File: src/hdl/sne_ram.sv
// Generic single-write, single-read RAM with registered read data.
`timescale 1ns / 1ps
`default_nettype none
module sne_ram #(
	parameter int WIDTH = 8,
	parameter int DEPTH = 256,
	localparam int AW = $clog2(DEPTH)
) (
	input  logic             clk,
	input  logic             we,
	input  logic [AW-1:0]    waddr,
	input  logic [WIDTH-1:0] wdata,
	input  logic             re,
	input  logic [AW-1:0]    raddr,
	output logic [WIDTH-1:0] rdata
);

	logic [WIDTH-1:0] mem [DEPTH];

	// write port
	always_ff @(posedge clk) begin
		if (we) mem[waddr] <= wdata;
	end

	// registered read, held while not enabled
	always_ff @(posedge clk) begin
		if (re) rdata <= mem[raddr];
	end

endmodule
`default_nettype wire

File: config.mk
export PLATFORM = sky130hd
export DESIGN_NAME = sne_ram
export DESIGN_NICKNAME = d
export VERILOG_FILES = /design/src/hdl/sne_ram.sv
export SDC_FILE = /design/constraint.sdc
export NUM_CORES = 2
export LEC_CHECK = 0
export ABC_AREA = 1
export BUFFER_PORTS_ARGS = -buffer_cell sky130_fd_sc_hd__clkbuf_2
export CORE_ASPECT_RATIO = 0.7
export CORE_MARGIN = 2
export CORE_UTILIZATION = 63
export DETAILED_ROUTE_END_ITERATION = 7
export PLACE_DENSITY_LB_ADDON = 0.3
export SLEW_MARGIN = 20
export SYNTH_ARGS = -nofsm -noshare
export SYNTH_HDL_FRONTEND = slang
export SYNTH_SLANG_ARGS = --single-unit
File: constraint.sdc
create_clock -name clk -period 1.8 [get_ports clk]
set_input_delay 0 -clock clk [delete_from_list [all_inputs] [get_ports clk]]
set_output_delay 0 -clock clk [all_outputs]
set_load 0.03 [all_outputs]
# == After elaboration in Yosys (flattened, before gate mapping) ==
# Memory sizes are Yosys's and may differ from the RTL's. A register that Yosys moved wholly into a read port is not among the register bits.
# Index checks and enable logic that the tools add are counted.
# word_totals
ramBits,2048
input_bits,27
n_memories,1
output_inout_bits,8
reg_bits,0
word_cells,3
# classes
n_mux,2
# memory_table
memory,depth,word_bits,read_ports,rd_clocked_by_memory_dff,write_ports,line,source
mem,256,8,1,1,1,18,logic [WIDTH-1:0] mem [DEPTH];
# op_table
operator,n
$mux W1,2

# == Longest topological paths before layout ==
# logic_depth
depth_word,2
mapped_depth,15
ltp_nobuf,11

# == Worst setup path before layout ==
# Ideal clock, no wire load.
# synth_path
path_type,input-to-reg
startpoint,in we
endpoint,mem mem[162][0] (enable)
required_ps,1430
path_slack_ps,309
path_stages,4
path_buffers,2
setup_ps,370
t_arrival_ps,1121
cell_sequence,clkbuf_1 -> nand3_1 -> clkbuf_1 -> nor2_1
# synth_between
elab_chain_len,2
# synth_lines
item,line,source
from (decl),10,"input logic we,"
$mux W1,22,if (we) mem[waddr] <= wdata;
$mux W1 (implied by the code),22,
to (decl),18,
# Every way passes these cells.

==> impl_metrics.py <==
metrics = {
    "route": {
        "post-route-drc-count": 0,
        "dr.first_iter.drc_count": 10892,
        "drtPass1Iterations": 6,
        "antenna_left": 0,
        "wl_um": 237000,
        "viasPerCell": 6.34,
        "vias": 59008,
        "wl_per_cell_um": 25.5,
    },
    "timing": {
        "period_minus_slack_ns": 1.82,
        "rsz0062_at_grt": "yes",
        "final_max_slew_viol_count": 0,
        "timing.hold.ws_ns": -0.158,
        "fin_skew_ns": 0.0316,
        "finalSetupViolations": 3,
        "worst_slack_ns": -0.0246,
        "fmax_mhz": 548,
        "finalCritPeriodShare_pct": 101,
        "slew_headroom_pct": 18.1,
        "hold_violations": 8,
        "worstMarginPinSlew_ns": 1.23,
    },
    "cts": {
        "cts_tree": "yes",
        "clk_pin_slew_worst_paths_ns": 0.07,
        "clock_latency_ns": 0.82,
        "cts_hold_buf": 17,
        "cts_buffer_depth": 3,
        "cts_htree_levels": 4,
        "clk_root_buffer_cell": "clkbuf_16",
        "clkSinkCount": 2056,
        "cts_inserted_buffers": 181,
    },
    "critical_path": {
        "critPathArrivalTime_ns": 2.39,
        "endpoint_kind": "flip-flop",
        "cp-startpoint": "mem[221][2]",
        "worstPathMaxFanout": 1,
        "crit_path_frequent_cell": "nand3_1",
        "slowest_delay_ns": 0.39,
        "cp_top_family": "simple AND/OR/NAND/NOR gates",
        "crit_path_start_kind": "flip-flop",
        "critPathKind": "reg -> reg",
        "crit_buf_inv": 0,
        "required_ns": 2.37,
        "r2r-start": "mem[221][2]",
        "crit_chain": "nand2_1 -> nand3_1 -> nand3_1 -> nand3_1 -> nand3_1 -> nand3_1 -> nand3_1 -> nand2_1 -> nand2_1 -> nand2_1",
        "timing.critical_path.slowest_stage_cell": "edfxtp_1",
    },
    "placement": {
        "dp.cells": 8951,
        "dp_hpwl_um": 145000,
        "globalplace.congestion": 0.928,
        "port_buffers": 34,
    },
    "grt": {
        "grt-ovfl-total": 0,
        "grt_max_degree": 84,
        "gr-usage-all-layers_pct": 35.1,
        "grt_pass1_vias": 56101,
        "grt_pass1_wl_um": 352000,
        "antenna_found_initial": 7,
    },
    "final_layout": {
        "fill_cells": 8029,
        "area_growth_pct": 15.7,
        "stdcell_count": 9303,
        "seqCellArea_um2": 61700,
        "drive_gt1_share_pct": 13.8,
        "final_nets": 7427,
        "multi_input_area_um2": 19800,
    },
    "synth": {
        "synth_top_family_by_area": "simple AND/OR/NAND/NOR gates",
        "synth.mux.area_fraction_pct": 0,
        "synth_area_leaders": "edfxtp_1 74%, nand3_1 12%, nand2_1 9.5%",
        "avgSynthCellArea_um2": 11.9,
        "synth_compound_area_share_pct": 0,
        "synth_top_area_share_pct": 74.0,
        "syn-cell-area_um2": 83500,
        "netlist_instances": 7003,
        "ys_warn_count": 0,
        "yosys.area.top_type": "edfxtp_1",
        "synth_simple_gate_area_share_pct": 22.9,
        "synth_seq_area_share_pct": 74.0,
        "ys_ff_latch": 2056,
        "syn-num-nets": 7030,
        "ys_types": 13,
        "synth_adder_area_share_pct": 0,
        "synth_xor_area_share_pct": 0,
    },
    "floorplan": {
        "fp-row-count": 111,
        "core_area_um2": 131000,
        "start_util_pct": 63.6,
        "die_w_um": 439,
        "die_y_um": 309,
        "pin_count": 35,
        "dieArea_um2": 135000,
    },
    "pwr": {
        "peakVddDrop_v": 0.00107,
        "leakage_nw": 34.7,
        "powerDensity_nw_per_um2": 1010,
    },
    "job": {
        "cap_violations": 0,
    },
    "hold_path": {
        "hp-class": "in -> reg",
        "min_from": "raddr[7]",
    },
    "run_status": {
        "outcome": "finished, violations left",
        "violations": "negative hold slack, negative setup slack",
    },
}
[sequential cells by signal, summed over array words and instances, names as in the netlist]
register / cells
mem: 2048
rdata: 8
[placed cells by master, fill, tap and decap left out, types with 4 or more instances in the layout]
| cell type | count |
|---|---|
| buf_12 | 141 |
| buf_4 | 504 |
| buf_8 | 11 |
| bufinv_16 | 11 |
| clkbuf_1 | 32 |
| clkbuf_16 | 185 |
| clkbuf_2 | 21 |
| clkinv_1 | 52 |
| clkinv_2 | 30 |
| clkinvlp_4 | 6 |
| diode_2 | 4 |
| dlygate4sd3_1 | 17 |
| edfxtp_1 | 2056 |
| inv_1 | 34 |
| inv_6 | 11 |
| nand2_1 | 2116 |
| nand2_2 | 7 |
| nand3_1 | 1917 |
| nand3_2 | 85 |
| nand3_4 | 17 |
| nor2_1 | 282 |
[power breakdown]
group / internal [W] / total [W] / switching (W)
clock: 0.0204 / 0.0377 / 0.0173
combinational: 0.00212 / 0.00715 / 0.00503
sequential: 0.0528 / 0.0528 / 0.0000556
total: 0.0753 / 0.0976 / 0.0223
[routing by layer]
| metal | routed length (µm) | vias to the layer above | track usage (%) | part of all wire [%] |
|---|---|---|---|---|
| li1 | - | 25667 | - | - |
| met1 | 87900 | 28368 | 50.9 | 37 |
| met2 | 106000 | 4431 | 51.5 | 45 |
| met3 | 35300 | 530 | 9.66 | 15 |
| met4 | 8300 | 12 | 13.2 | 3.5 |
| met5 | 78 | - | 0 | 0.033 |
[cell usage after synthesis]
cell	instances
inv_1	36
edfxtp_1	2056
nand2_1	2123
inv_4	1
inv_2	2
buf_4	46
clkbuf_1	112
buf_8	1
nor2_1	283
nand3_1	2019
buf_6	16
buf_1	40
buf_2	268
[logic make-up (layout without fill, tap and decap cells)]
family        count (synthesis)  in the layout
simple gates               4425           4425
flops                      2056           2056
buf+inv                     522           1067
other cells                   0              4
[final cells by class]
cell class              count  share of cell area [%]
diodes                      4                  0.0104
inverters                  39                   0.187
multi-input cells        4425                    20.5
flip-flops and latches   2056                    63.9
clock buffers             217                    4.92
well taps                1751                    2.27
repair buffers            697                    7.32
clock inverters           114                   0.898
[tightest hold or removal path: cells and delay by family]
family        cells  cell delay (ns)
buf+inv           1             0.39
simple gates      2             0.15
[final timing paths]
kind / depth (start not counted) / to / slack, ns
max: 10 / rdata[2] / -0.02
min: 3 / rdata[4] / -0.16
max reg2reg: 10 / rdata[2] / -0.02
min reg2reg: 10 / rdata[4] / 1.09
[through the flow]
| stage | util [%] | instance area [µm²] | setup WS, ns | total power [W] | setup TNS [ns] |
|---|---|---|---|---|---|
| after floorplan | - | 83500 | 0.309 | 0.0571 | 0 |
| after global placement | 68.7 | 90200 | -0.602 | 0.0604 | -4.02 |
| after detailed placement | 68.7 | 90200 | -0.630 | 0.0605 | -4.16 |
| after CTS | 73.3 | 96200 | -0.0216 | 0.0974 | -0.0678 |
| after global routing | 73.6 | 96600 | -0.0793 | 0.0999 | -0.379 |
| final | 73.6 | 96600 | -0.0246 | 0.0976 | -0.0391 |
[repair_timing]
item / in CTS / in global routing
gates resized for setup: 51 / 75
endpoints found under the hold margin: 2081 / 8
setup endpoints to repair: 8 / 15
setup buffers: 0 / 0
pin swaps: 2 / 18
Note: power is estimated with default switching activity, not from simulation.
